### src/rtl/smt_pkg.sv
// ----------------------------------------------------------------------------
// smt_pkg
// shared constants and types for the sector multiplicity trigger
// ----------------------------------------------------------------------------
package smt_pkg;

    localparam int NUM_SECTORS = 6;
    localparam int CNT_BITS    = 10;
    localparam int EVT_BITS    = 32;
    localparam int CFG_IDX_W   = 3;

    localparam logic [CNT_BITS-1:0] CNT_MAX = {CNT_BITS{1'b1}};

    // item modes
    localparam logic [1:0] MODE_OUTER = 2'd0;
    localparam logic [1:0] MODE_INNER = 2'd1;
    localparam logic [1:0] MODE_EOE   = 2'd2;

    // register indexes
    localparam logic [CFG_IDX_W-1:0] CFG_MIN_TOTAL = 3'd0;
    localparam logic [CFG_IDX_W-1:0] CFG_MIN_INNER = 3'd1;
    localparam logic [CFG_IDX_W-1:0] CFG_MIN_OUTER = 3'd2;
    localparam logic [CFG_IDX_W-1:0] CFG_NEED_OPP  = 3'd3;
    localparam logic [CFG_IDX_W-1:0] CFG_SIM_MODE  = 3'd4;

    typedef struct packed {
        logic [CNT_BITS-1:0]    outer_total;
        logic [CNT_BITS-1:0]    inner_total;
        logic [NUM_SECTORS-1:0] sec_active;
    } t_evt;

    typedef struct packed {
        logic [CNT_BITS-1:0] min_total;
        logic [CNT_BITS-1:0] min_inner;
        logic [CNT_BITS-1:0] min_outer;
        logic                need_opp;
        logic                sim_mode;
    } t_cfg;

endpackage

### src/rtl/sector_multiplicity_trigger_unit.sv
// ----------------------------------------------------------------------------
// sector_multiplicity_trigger_unit
// first-level trigger for a six-sector detector. Hit transactions and
// end-of-event transactions are taken one per clock cycle: hits update the
// per-event counters in the cycle they are accepted, and an end-of-event
// transaction is evaluated in that same cycle into the result register, whose
// result is visible in the next cycle. Input ready drops only for an
// end-of-event transaction while the previous result is held and not being
// taken; hit transactions are accepted every cycle regardless.
// ----------------------------------------------------------------------------
module sector_multiplicity_trigger_unit
    import smt_pkg::*;
(
    input  logic                 i_clk,
    input  logic                 i_rst_n,

    input  logic                 i_cfg_we,
    input  logic [CFG_IDX_W-1:0] i_cfg_idx,
    input  logic [CNT_BITS-1:0]  i_cfg_data,

    input  logic                 i_in_valid,
    output logic                 o_in_ready,
    input  logic [1:0]           i_mode,
    input  logic [2:0]           i_sector,
    input  logic                 i_left_time_pos,
    input  logic                 i_right_time_pos,
    input  logic                 i_inner_time_pos,

    output logic                 o_out_valid,
    input  logic                 i_out_ready,
    output logic                 o_skip_event,
    output logic [CNT_BITS:0]    o_total_mult,
    output logic [CNT_BITS-2:0]  o_outer_mult,
    output logic [CNT_BITS-1:0]  o_inner_mult,
    output logic                 o_opposite_found,
    output logic [EVT_BITS-1:0]  o_events_seen,
    output logic [EVT_BITS-1:0]  o_events_rejected
);

    t_cfg r_cfg;
    t_evt evt;
    logic in_acc;
    logic eoe_acc;
    logic out_take;

    always_ff @(posedge i_clk) begin
        if (!i_rst_n) begin
            r_cfg <= '0;
        end else if (i_cfg_we) begin
            case (i_cfg_idx)
                CFG_MIN_TOTAL: r_cfg.min_total <= i_cfg_data;
                CFG_MIN_INNER: r_cfg.min_inner <= i_cfg_data;
                CFG_MIN_OUTER: r_cfg.min_outer <= i_cfg_data;
                CFG_NEED_OPP:  r_cfg.need_opp  <= i_cfg_data[0];
                CFG_SIM_MODE:  r_cfg.sim_mode  <= i_cfg_data[0];
                default: begin
                end
            endcase
        end
    end

    assign out_take   = o_out_valid & i_out_ready;
    assign o_in_ready = (i_mode != MODE_EOE) | ~o_out_valid | i_out_ready;
    assign in_acc     = i_in_valid & o_in_ready;
    assign eoe_acc    = in_acc & (i_mode == MODE_EOE);

    smt_accum u_accum (
        .i_clk            (i_clk),
        .i_rst_n          (i_rst_n),
        .i_accept         (in_acc),
        .i_mode           (i_mode),
        .i_sector         (i_sector),
        .i_left_time_pos  (i_left_time_pos),
        .i_right_time_pos (i_right_time_pos),
        .i_inner_time_pos (i_inner_time_pos),
        .i_sim_mode       (r_cfg.sim_mode),
        .o_evt            (evt)
    );

    smt_eval u_eval (
        .i_clk             (i_clk),
        .i_rst_n           (i_rst_n),
        .i_load            (eoe_acc),
        .i_take            (out_take),
        .i_evt             (evt),
        .i_cfg             (r_cfg),
        .o_valid           (o_out_valid),
        .o_skip_event      (o_skip_event),
        .o_total_mult      (o_total_mult),
        .o_outer_mult      (o_outer_mult),
        .o_inner_mult      (o_inner_mult),
        .o_opposite_found  (o_opposite_found),
        .o_events_seen     (o_events_seen),
        .o_events_rejected (o_events_rejected)
    );

`ifndef SYNTHESIS
    // end of event always produces a result next cycle
    a_eoe_result: assert property (@(posedge i_clk) disable iff (!i_rst_n)
        eoe_acc |=> o_out_valid)
        else $error("end of event without result");

    // counters advance once per evaluated event
    a_seen_step: assert property (@(posedge i_clk) disable iff (!i_rst_n)
        eoe_acc |=> (o_events_seen == $past(o_events_seen) + 32'd1))
        else $error("event counter step wrong");

    // rejected counter follows the skip decision
    a_rej_step: assert property (@(posedge i_clk) disable iff (!i_rst_n)
        eoe_acc |=> (o_events_rejected == $past(o_events_rejected)
                     + {31'd0, o_skip_event}))
        else $error("rejected counter mismatch");

    // total is the sum of the parts
    a_total_sum: assert property (@(posedge i_clk) disable iff (!i_rst_n)
        o_out_valid |-> (o_total_mult == {2'b00, o_outer_mult} + {1'b0, o_inner_mult}))
        else $error("total multiplicity mismatch");
`endif

endmodule

### src/rtl/smt_accum.sv
// ----------------------------------------------------------------------------
// smt_accum
// per-event hit accumulation: sector end counts, inner flags and totals
// ----------------------------------------------------------------------------
module smt_accum
    import smt_pkg::*;
(
    input  logic       i_clk,
    input  logic       i_rst_n,
    input  logic       i_accept,
    input  logic [1:0] i_mode,
    input  logic [2:0] i_sector,
    input  logic       i_left_time_pos,
    input  logic       i_right_time_pos,
    input  logic       i_inner_time_pos,
    input  logic       i_sim_mode,
    output t_evt       o_evt
);

    logic [1:0]          r_ends [NUM_SECTORS];
    logic [1:0]          n_ends [NUM_SECTORS];
    logic [NUM_SECTORS-1:0] r_inner, n_inner;
    logic [CNT_BITS-1:0] r_outer_tot, n_outer_tot;
    logic [CNT_BITS-1:0] r_inner_tot, n_inner_tot;

    logic [1:0]          ends_inc;
    logic [2:0]          sec_sum [NUM_SECTORS];
    logic [CNT_BITS:0]   outer_sum;
    logic [CNT_BITS:0]   inner_sum;
    logic                inner_ok;

    assign ends_inc  = {1'b0, i_left_time_pos} + {1'b0, i_right_time_pos};
    assign outer_sum = {1'b0, r_outer_tot} + {{(CNT_BITS-1){1'b0}}, ends_inc};
    assign inner_sum = {1'b0, r_inner_tot} + {{CNT_BITS{1'b0}}, 1'b1};
    assign inner_ok  = i_sim_mode | i_inner_time_pos;

    always_comb begin
        for (int s = 0; s < NUM_SECTORS; s++) begin
            sec_sum[s] = {1'b0, r_ends[s]} + {1'b0, ends_inc};
            n_ends[s]  = r_ends[s];
        end
        n_inner     = r_inner;
        n_outer_tot = r_outer_tot;
        n_inner_tot = r_inner_tot;
        if (i_accept) begin
            case (i_mode)
                MODE_OUTER: begin
                    for (int s = 0; s < NUM_SECTORS; s++) begin
                        if (i_sector == 3'(s)) begin
                            n_ends[s] = (sec_sum[s] > 3'd2) ? 2'd2 : sec_sum[s][1:0];
                        end
                    end
                    n_outer_tot = outer_sum[CNT_BITS] ? CNT_MAX : outer_sum[CNT_BITS-1:0];
                end
                MODE_INNER: begin
                    if (inner_ok) begin
                        for (int s = 0; s < NUM_SECTORS; s++) begin
                            if (i_sector == 3'(s)) begin
                                n_inner[s] = 1'b1;
                            end
                        end
                        n_inner_tot = inner_sum[CNT_BITS] ? CNT_MAX
                                                          : inner_sum[CNT_BITS-1:0];
                    end
                end
                MODE_EOE: begin
                    for (int s = 0; s < NUM_SECTORS; s++) begin
                        n_ends[s] = 2'd0;
                    end
                    n_inner     = '0;
                    n_outer_tot = '0;
                    n_inner_tot = '0;
                end
                default: begin
                end
            endcase
        end
    end

    always_ff @(posedge i_clk) begin
        if (!i_rst_n) begin
            for (int s = 0; s < NUM_SECTORS; s++) begin
                r_ends[s] <= 2'd0;
            end
            r_inner     <= '0;
            r_outer_tot <= '0;
            r_inner_tot <= '0;
        end else begin
            r_ends      <= n_ends;
            r_inner     <= n_inner;
            r_outer_tot <= n_outer_tot;
            r_inner_tot <= n_inner_tot;
        end
    end

    always_comb begin
        o_evt.outer_total = r_outer_tot;
        o_evt.inner_total = r_inner_tot;
        for (int s = 0; s < NUM_SECTORS; s++) begin
            o_evt.sec_active[s] = (r_ends[s] == 2'd2) | r_inner[s];
        end
    end

endmodule

### src/rtl/smt_eval.sv
// ----------------------------------------------------------------------------
// smt_eval
// end-of-event trigger decision, event counters and result register
// ----------------------------------------------------------------------------
module smt_eval
    import smt_pkg::*;
(
    input  logic                i_clk,
    input  logic                i_rst_n,
    input  logic                i_load,
    input  logic                i_take,
    input  t_evt                i_evt,
    input  t_cfg                i_cfg,
    output logic                o_valid,
    output logic                o_skip_event,
    output logic [CNT_BITS:0]   o_total_mult,
    output logic [CNT_BITS-2:0] o_outer_mult,
    output logic [CNT_BITS-1:0] o_inner_mult,
    output logic                o_opposite_found,
    output logic [EVT_BITS-1:0] o_events_seen,
    output logic [EVT_BITS-1:0] o_events_rejected
);

    localparam int HALF = NUM_SECTORS / 2;

    logic [CNT_BITS-2:0] omult;
    logic [CNT_BITS:0]   tmult;
    logic                opp;
    logic                skip;

    logic                r_valid;
    logic                r_skip;
    logic [CNT_BITS:0]   r_total;
    logic [CNT_BITS-2:0] r_outer;
    logic [CNT_BITS-1:0] r_inner;
    logic                r_opp;
    logic [EVT_BITS-1:0] r_seen;
    logic [EVT_BITS-1:0] r_rej;

    assign omult = i_evt.outer_total[CNT_BITS-1:1];
    assign tmult = {2'b00, omult} + {1'b0, i_evt.inner_total};

    always_comb begin
        opp = 1'b0;
        for (int s = 0; s < HALF; s++) begin
            opp = opp | (i_evt.sec_active[s] & i_evt.sec_active[s+HALF]);
        end
    end

    assign skip = (tmult < {1'b0, i_cfg.min_total})
                | (i_evt.inner_total < i_cfg.min_inner)
                | ({1'b0, omult} < i_cfg.min_outer)
                | (i_cfg.need_opp & ~opp);

    always_ff @(posedge i_clk) begin
        if (!i_rst_n) begin
            r_valid <= 1'b0;
            r_seen  <= '0;
            r_rej   <= '0;
        end else begin
            if (i_load) begin
                r_valid <= 1'b1;
                r_seen  <= r_seen + {{(EVT_BITS-1){1'b0}}, 1'b1};
                r_rej   <= r_rej + {{(EVT_BITS-1){1'b0}}, skip};
            end else if (i_take) begin
                r_valid <= 1'b0;
            end
        end
    end

    always_ff @(posedge i_clk) begin
        if (i_load) begin
            r_skip  <= skip;
            r_total <= tmult;
            r_outer <= omult;
            r_inner <= i_evt.inner_total;
            r_opp   <= opp;
        end
    end

    assign o_valid           = r_valid;
    assign o_skip_event      = r_skip;
    assign o_total_mult      = r_total;
    assign o_outer_mult      = r_outer;
    assign o_inner_mult      = r_inner;
    assign o_opposite_found  = r_opp;
    assign o_events_seen     = r_seen;
    assign o_events_rejected = r_rej;

endmodule

### config.mk
export PLATFORM = sky130hd
export DESIGN_NAME = sector_multiplicity_trigger_unit
export DESIGN_NICKNAME = d
export VERILOG_FILES = /design/src/rtl/smt_pkg.sv /design/src/rtl/sector_multiplicity_trigger_unit.sv /design/src/rtl/smt_accum.sv /design/src/rtl/smt_eval.sv
export SDC_FILE = /design/constraint.sdc
export NUM_CORES = 1
export LEC_CHECK = 0
export ABC_AREA = 1
export ABC_CLOCK_PERIOD_IN_PS = 4600
export BUFFER_PORTS_ARGS = -buffer_cell sky130_fd_sc_hd__buf_2
export CAP_MARGIN = 10
export CORE_ASPECT_RATIO = 1.1
export CORE_MARGIN = 2
export CORE_UTILIZATION = 44
export DETAILED_ROUTE_END_ITERATION = 8
export GPL_ROUTABILITY_DRIVEN = 0
export SLEW_MARGIN = 20
export SYNTH_ARGS = -nofsm -noshare
export SYNTH_HDL_FRONTEND = slang
export SYNTH_SLANG_ARGS = --single-unit
### constraint.sdc
create_clock -name i_clk -period 4.6 [get_ports i_clk]
set_clock_uncertainty 0.15 [all_clocks]
set_input_delay 0.46 -clock i_clk [delete_from_list [all_inputs] [get_ports i_clk]]
set_output_delay 0.46 -clock i_clk [all_outputs]
set_load 0.005 [all_outputs]
==> results.py, run 1 <==
metrics = {
    "run_status": {
        "status": "completed",
    },
    "clocking": {
        "root_buffer": "clkbuf_16",
        "cts.sinks": 167,
        "cts_buffers": 17,
        "cts_max_path_buffers": 2,
        "ctsHoldBuffers": 0,
        "h-tree-depth": 4,
        "insertion_delay_ns": 0.43,
        "cts_tree": "done",
        "clkTransAtPathRegs_ns": 0.07,
    },
    "yosys": {
        "synth-edff-count": 32,
        "synth_fp_nets": 1382,
        "synthArstFlopShare_pct": 0,
        "netlist_area_mm2": 0.00917,
        "synthFlopType": "dfxtp_1",
        "ys_seq_area_share_pct": 39.9,
        "ys_types": 40,
        "synth_cells": 1297,
        "avgSynthCellArea_um2": 7.07,
        "synth-seq-cells": 167,
        "ys_warn_count": 0,
    },
    "finish": {
        "num-fill-cells": 2070,
        "layout_common_cells": "342 x nand2_1, 176 x nor2_1, 147 x inv_1",
        "design_area_mm2": 0.0106,
        "drive_gt1_share_pct": 12.6,
        "final_nets": 1505,
        "fin_util_pct": 51.9,
        "instances_no_fill": 1689,
        "diodes": 0,
        "layout_commonest_cell": "nand2_1",
        "area_growth_pct": 16.0,
    },
    "sta": {
        "hold_violations": 0,
        "setup_viol": 0,
        "whs_ns": 0.181,
        "period_share_pct": 88.1,
        "clock.fmax_mhz": 247,
        "setup_tns_ns": 0,
        "slew_violations": 0,
        "rsz0062_at_grt": "no",
        "fin_crit_ns": 4.05,
        "worst-slew-pin-transition_ns": 0.852,
        "worst_slack_ns": 0.548,
        "maxSlewHeadroom_pct": 43.0,
    },
    "placed_design": {
        "dpl_cell_area_mm2": 0.0101,
        "io_buffer_count": 123,
        "dp_hpwl_um": 17800,
        "dp.cells": 1657,
        "pre_cts_ws_ns": 0.439,
    },
    "floorplanning": {
        "start_util_pct": 44.7,
        "fp.dieH_um": 155,
        "io_pins": 124,
        "die_w_um": 142,
        "fp.coreArea_mm2": 0.0205,
        "die_area_mm2": 0.0220,
        "fp-row-count": 55,
    },
    "grt": {
        "grt_max_degree": 74,
        "grt_use_total_pct": 22.9,
        "grt_pass1_vias": 8143,
        "grt-ovfl-total": 0,
        "grt_first_pass_wirelength_um": 40300,
        "antenna_found_initial": 0,
    },
    "detailed_routing": {
        "drt-pass1-iter-count": 6,
        "drc": 0,
        "wl_per_cell_um": 14.3,
        "totalWireLength_um": 24100,
        "ant_nets": 0,
        "viasPerCell": 5.04,
        "vias": 8516,
        "first_iter_violations": 414,
    },
    "power_and_ir_drop": {
        "finalPower_mw": 3.15,
        "power_frac_seq_pct": 48.6,
        "power_density_mw_per_mm2": 296,
        "vdd_drop_max_mv": 0.270,
        "p_int_mw": 2.35,
        "leakagePower_nw": 4.58,
        "switching_share_pct": 25.6,
        "clockPowerShare_pct": 44.3,
        "comb_power_share_pct": 7.0,
        "switching_power_mw": 0.805,
    },
    "setup_path": {
        "crit_type": "reg2reg",
        "cp.arrival_ns": 4.27,
        "cp_max_fo": 7,
        "end_kind": "register",
        "critPathRequiredTime_ns": 4.82,
        "crit_path_start_kind": "register",
    },
    "worst_hold_path": {
        "hold_class": "in2reg",
    },
    "flow_run": {
        "drv_cap": 0,
    },
}
-- worst max-delay path, cell delays in order (launching register included) --
cell and delay (ns):
dfxtp_1 0.37, ha_1 0.27, fa_1 0.44, nand2_1 0.10, nand3_1 0.13, xor2_1 0.22, ha_1 0.28, a21o_1 0.16
nor2_1 0.09, nand2_1 0.05, nand2_1 0.05, nand2_1 0.05, nand2_1 0.05, nand2_1 0.05, nand3_1 0.13, ha_1 0.25
ha_1 0.25, nand3_2 0.15, nor3_2 0.35, nand4_1 0.16, nand2_1 0.09, nand2_1 0.04, nor2_1 0.10
-- what timing repair did --
action	CTS	global route
resized for setup	0	2
buffers inserted	0	0
endpoints found under the setup margin	0	2
-- cells in the mapped netlist, drive strengths merged (2+ instances only) --
master | count | area share [%]
and2 | 2 | 0.14
dfxtp | 135 | 29
nand3b | 3 | 0.25
fa | 8 | 1.7
nand3 | 81 | 4.6
buf | 10 | 0.55
nand4 | 17 | 1.2
o31ai | 2 | 0.16
edfxtp | 32 | 10
a21o | 3 | 0.25
xnor2 | 6 | 0.57
nor2 | 183 | 7.8
nand2 | 343 | 14
xor2 | 17 | 1.6
ha | 51 | 7.0
or2 | 2 | 0.14
clkbuf | 19 | 0.78
a31oi | 5 | 0.34
nor3 | 6 | 0.38
o21ai | 86 | 4.7
a21oi | 124 | 6.8
inv | 149 | 6.1
o21a | 6 | 0.49
-- routing by layer --
layer / global-route usage, % / share of wire, % / vias up
met4: 9.14 / 2.8 / 0
met5: 0 / 0 / -
met3: 3.63 / 3.9 / 37
li1: - / - / 4460
met1: 29.7 / 47 / 3832
met2: 38.3 / 46 / 187
-- flip-flops by register name (all words and copies together), names as in the netlist --
signal                    cells
u_eval.o_outer_mult           9
u_eval.o_opposite_found       1
u_eval.o_inner_mult          10
r_cfg                        32
u_eval.o_total_mult          11
u_eval.o_valid                1
u_accum.r_ends               12
u_accum.r_outer_tot          10
u_accum.r_inner               6
u_eval.o_events_seen         32
u_eval.o_skip_event           1
u_accum.r_inner_tot          10
u_eval.o_events_rejected     32
-- cells by family after synthesis --
kind of cell    count (synthesis)  share of synthesized area (%)
xor+xnor                       23                           2.20
simple gates                  640                           28.8
compound gates                229                           12.9
buf+inv                       179                           7.46
fa+ha+maj                      59                           8.70
flops                         167                           39.9
-- final cells by class --
class,count,area [um2],area share [%]
repair buffers,133,691,6.49
clock inverters,15,141,1.33
inverters,150,563,5.29
well taps,256,320,3.01
clock buffers,17,425,4.00
multi-input cells,951,4830,45.4
flip-flops and latches,167,3660,34.4
-- final timing paths --
kind | end | cells after the start | start | slack, ns
setup / recovery | u_eval.o_events_rejected[22] | 22 | u_accum.r_inner_tot[0] | 0.55
hold / removal | r_cfg[0] | 3 | i_cfg_we | 0.18
setup reg to reg | u_eval.o_events_rejected[22] | 22 | u_accum.r_inner_tot[0] | 0.55
hold reg to reg | r_cfg[0] | 2 | r_cfg[0] | 0.30
-- power by group through the flow --
| stage | sequential, mW | clock (mW) | combinational [mW] |
|---|---|---|---|
| 3_3_place_gp | 1.56 | 0 | 0.221 |
| 2_1_floorplan | 1.56 | 0 | 0.149 |
| 4_1_cts | 1.53 | 1.43 | 0.225 |
| 5_1_grt | 1.53 | 1.50 | 0.260 |
| 6_report | 1.53 | 1.40 | 0.222 |
| 3_5_place_dp | 1.56 | 0 | 0.224 |
Note: power is estimated with default switching activity, not from simulation.
==> run 2, diff against run 1 <==
--- a/config.mk
+++ b/config.mk
@@ -6,7 +6,7 @@
 export NUM_CORES = 1
 export LEC_CHECK = 0
 export ABC_AREA = 1
-export ABC_CLOCK_PERIOD_IN_PS = 4600
+export ABC_CLOCK_PERIOD_IN_PS = 4700
 export BUFFER_PORTS_ARGS = -buffer_cell sky130_fd_sc_hd__buf_2
 export CAP_MARGIN = 10
 export CORE_ASPECT_RATIO = 1.1
==> constraint.sdc (replaced) <==
create_clock -name i_clk -period 4.7 [get_ports i_clk]
set_clock_uncertainty 0.15 [all_clocks]
set_input_delay 0.47 -clock i_clk [delete_from_list [all_inputs] [get_ports i_clk]]
set_output_delay 0.47 -clock i_clk [all_outputs]
set_load 0.005 [all_outputs]
==> run 2 against run 1 <==
Against the previous run: die area stayed put; via count grew 0.72%; sequential share of layout area about the same; highest routed layer unchanged; largest power group unchanged; count of clock-buffer cells in the layout is 1 higher; critical path type unchanged.
==> results.py, run 2 (synthesis results as in run 1) <==
metrics = {
    "clocking": {
        "insertion_delay_ns": 0.43,
        "ctsHoldBuffers": 0,
        "clkTransAtPathRegs_ns": 0.07,
        "cts_buffers": 17,
        "root_buffer": "clkbuf_16",
        "h-tree-depth": 4,
        "cts.sinks": 167,
        "cts_max_path_buffers": 2,
        "postCtsSetupRepairBufs": 0,
        "cts_resized": 0,
        "cts_tree": "done",
    },
    "finish": {
        "instances_no_fill": 1687,
        "fin_util_pct": 51.9,
        "area_growth_pct": 15.9,
        "layout_commonest_cell": "nand2_1",
        "layout_common_cells": "342 x nand2_1, 177 x nor2_1, 147 x inv_1",
        "design_area_mm2": 0.0106,
        "diodes": 0,
        "drive_gt1_share_pct": 12.3,
        "final_nets": 1503,
    },
    "setup_path": {
        "crit_type": "reg2reg",
        "reg2reg_depth": 23,
        "cp_max_fo": 7,
        "crit_path_start_kind": "register",
        "critPathRequiredTime_ns": 4.84,
        "reg2reg_slack_ns": 0.56,
        "end_kind": "register",
        "cp.arrival_ns": 4.29,
    },
    "sta": {
        "worst-slew-pin-transition_ns": 0.883,
        "setup_tns_ns": 0,
        "period_share_pct": 88.2,
        "rsz0062_at_grt": "no",
        "slew_violations": 0,
        "hold_violations": 0,
        "clock.fmax_mhz": 241,
        "fin_crit_ns": 4.14,
        "maxSlewHeadroom_pct": 41.1,
        "whs_ns": 0.190,
        "setup_viol": 0,
        "worst_slack_ns": 0.556,
    },
    "floorplanning": {
        "die_w_um": 142,
        "io_pins": 124,
        "die_area_mm2": 0.0220,
        "fp.dieH_um": 155,
        "start_util_pct": 44.7,
        "fp.coreArea_mm2": 0.0205,
        "fp-row-count": 55,
    },
    "detailed_routing": {
        "wl_per_cell_um": 14.5,
        "first_iter_violations": 426,
        "wl_met1_um": 11500,
        "totalWireLength_um": 24500,
        "drt-pass1-iter-count": 5,
        "drc": 0,
        "ant_nets": 0,
        "vias": 8577,
        "viasPerCell": 5.08,
        "top_layer": "met4",
        "met3WireLength_um": 1130,
        "dr_wl_met2_um": 11400,
    },
    "power_and_ir_drop": {
        "finalPower_mw": 3.14,
        "vdd_drop_max_mv": 0.248,
        "leakagePower_nw": 4.59,
        "power_density_mw_per_mm2": 295,
    },
    "grt": {
        "grt_use_total_pct": 22.8,
        "grt_max_degree": 74,
        "grt_first_pass_wirelength_um": 39900,
        "grt-ovfl-total": 0,
        "antenna_found_initial": 0,
        "grt_pass1_vias": 7916,
    },
    "flow_run": {
        "drv_cap": 0,
    },
    "worst_hold_path": {
        "min_path_cells": 3,
        "hold_class": "in2reg",
    },
    "run_status": {
        "status": "completed",
    },
    "placed_design": {
        "pre_cts_ws_ns": 0.588,
        "dpl_cell_area_mm2": 0.0100,
        "dp.cells": 1655,
        "dp_hpwl_um": 17800,
        "io_buffer_count": 123,
    },
}
[run 2: changes by cell type in the layout (fill, tap and decap cells not counted), sizes merged]
cell | previous run | this run
clkinv | 5 | 9
clkinvlp | 3 | 0
inv | 156 | 153
buf | 133 | 131
bufinv | 1 | 2
clkbuf | 17 | 18
[run 2: critical path: stages (launching register included)]
cell and delay, ns:
dfxtp_1 0.37, ha_1 0.27, fa_1 0.43, nand2_1 0.09
nand3_1 0.13, xor2_1 0.22, ha_1 0.28, a21o_1 0.16
nor2_1 0.09, nand2_1 0.05, nand2_1 0.05, nand2_1 0.06
nand2_1 0.06, nand2_1 0.05, nand3_1 0.15, ha_1 0.25
ha_1 0.23, nand3_1 0.20, nor2_1 0.23, nand3_1 0.18
nor2_2 0.16, nand2_1 0.06, nand2_1 0.06, nor2_1 0.03
[run 2: path summary, 6_finish.rpt]
kind / start / to
max reg2reg: u_accum.r_inner_tot[0] / u_eval.o_events_rejected[16]
min: i_cfg_data[0] / r_cfg[22]
min reg2reg: r_cfg[0] / r_cfg[0]
max: u_accum.r_inner_tot[0] / u_eval.o_events_rejected[16]
[run 2: metal layers]
metal	track usage [%]	vias up
met3	4.03	35
li1	-	4454
met1	30.1	3894
met2	37.8	194
met4	7.62	0
met5	0	-
[run 2: power breakdown]
| part | switching (mW) | total [mW] | internal (mW) | leakage [nW] |
|---|---|---|---|---|
| registers | 0.0149 | 1.50 | 1.48 | 1.42 |
| logic | 0.149 | 0.220 | 0.0712 | 2.88 |
| clock network | 0.617 | 1.42 | 0.802 | 0.291 |
| total | 0.781 | 3.14 | 2.36 | 4.59 |
[run 2: area by class of cell]
type                       instances  area (um2)
fill                            2060        9870
multi-input combinational        951        4830
sequential                       167        3660
timing repair buffer             131         676
inverter                         150         563
clock buffer                      18         439
tap                              256         320
clock inverter                    14         148
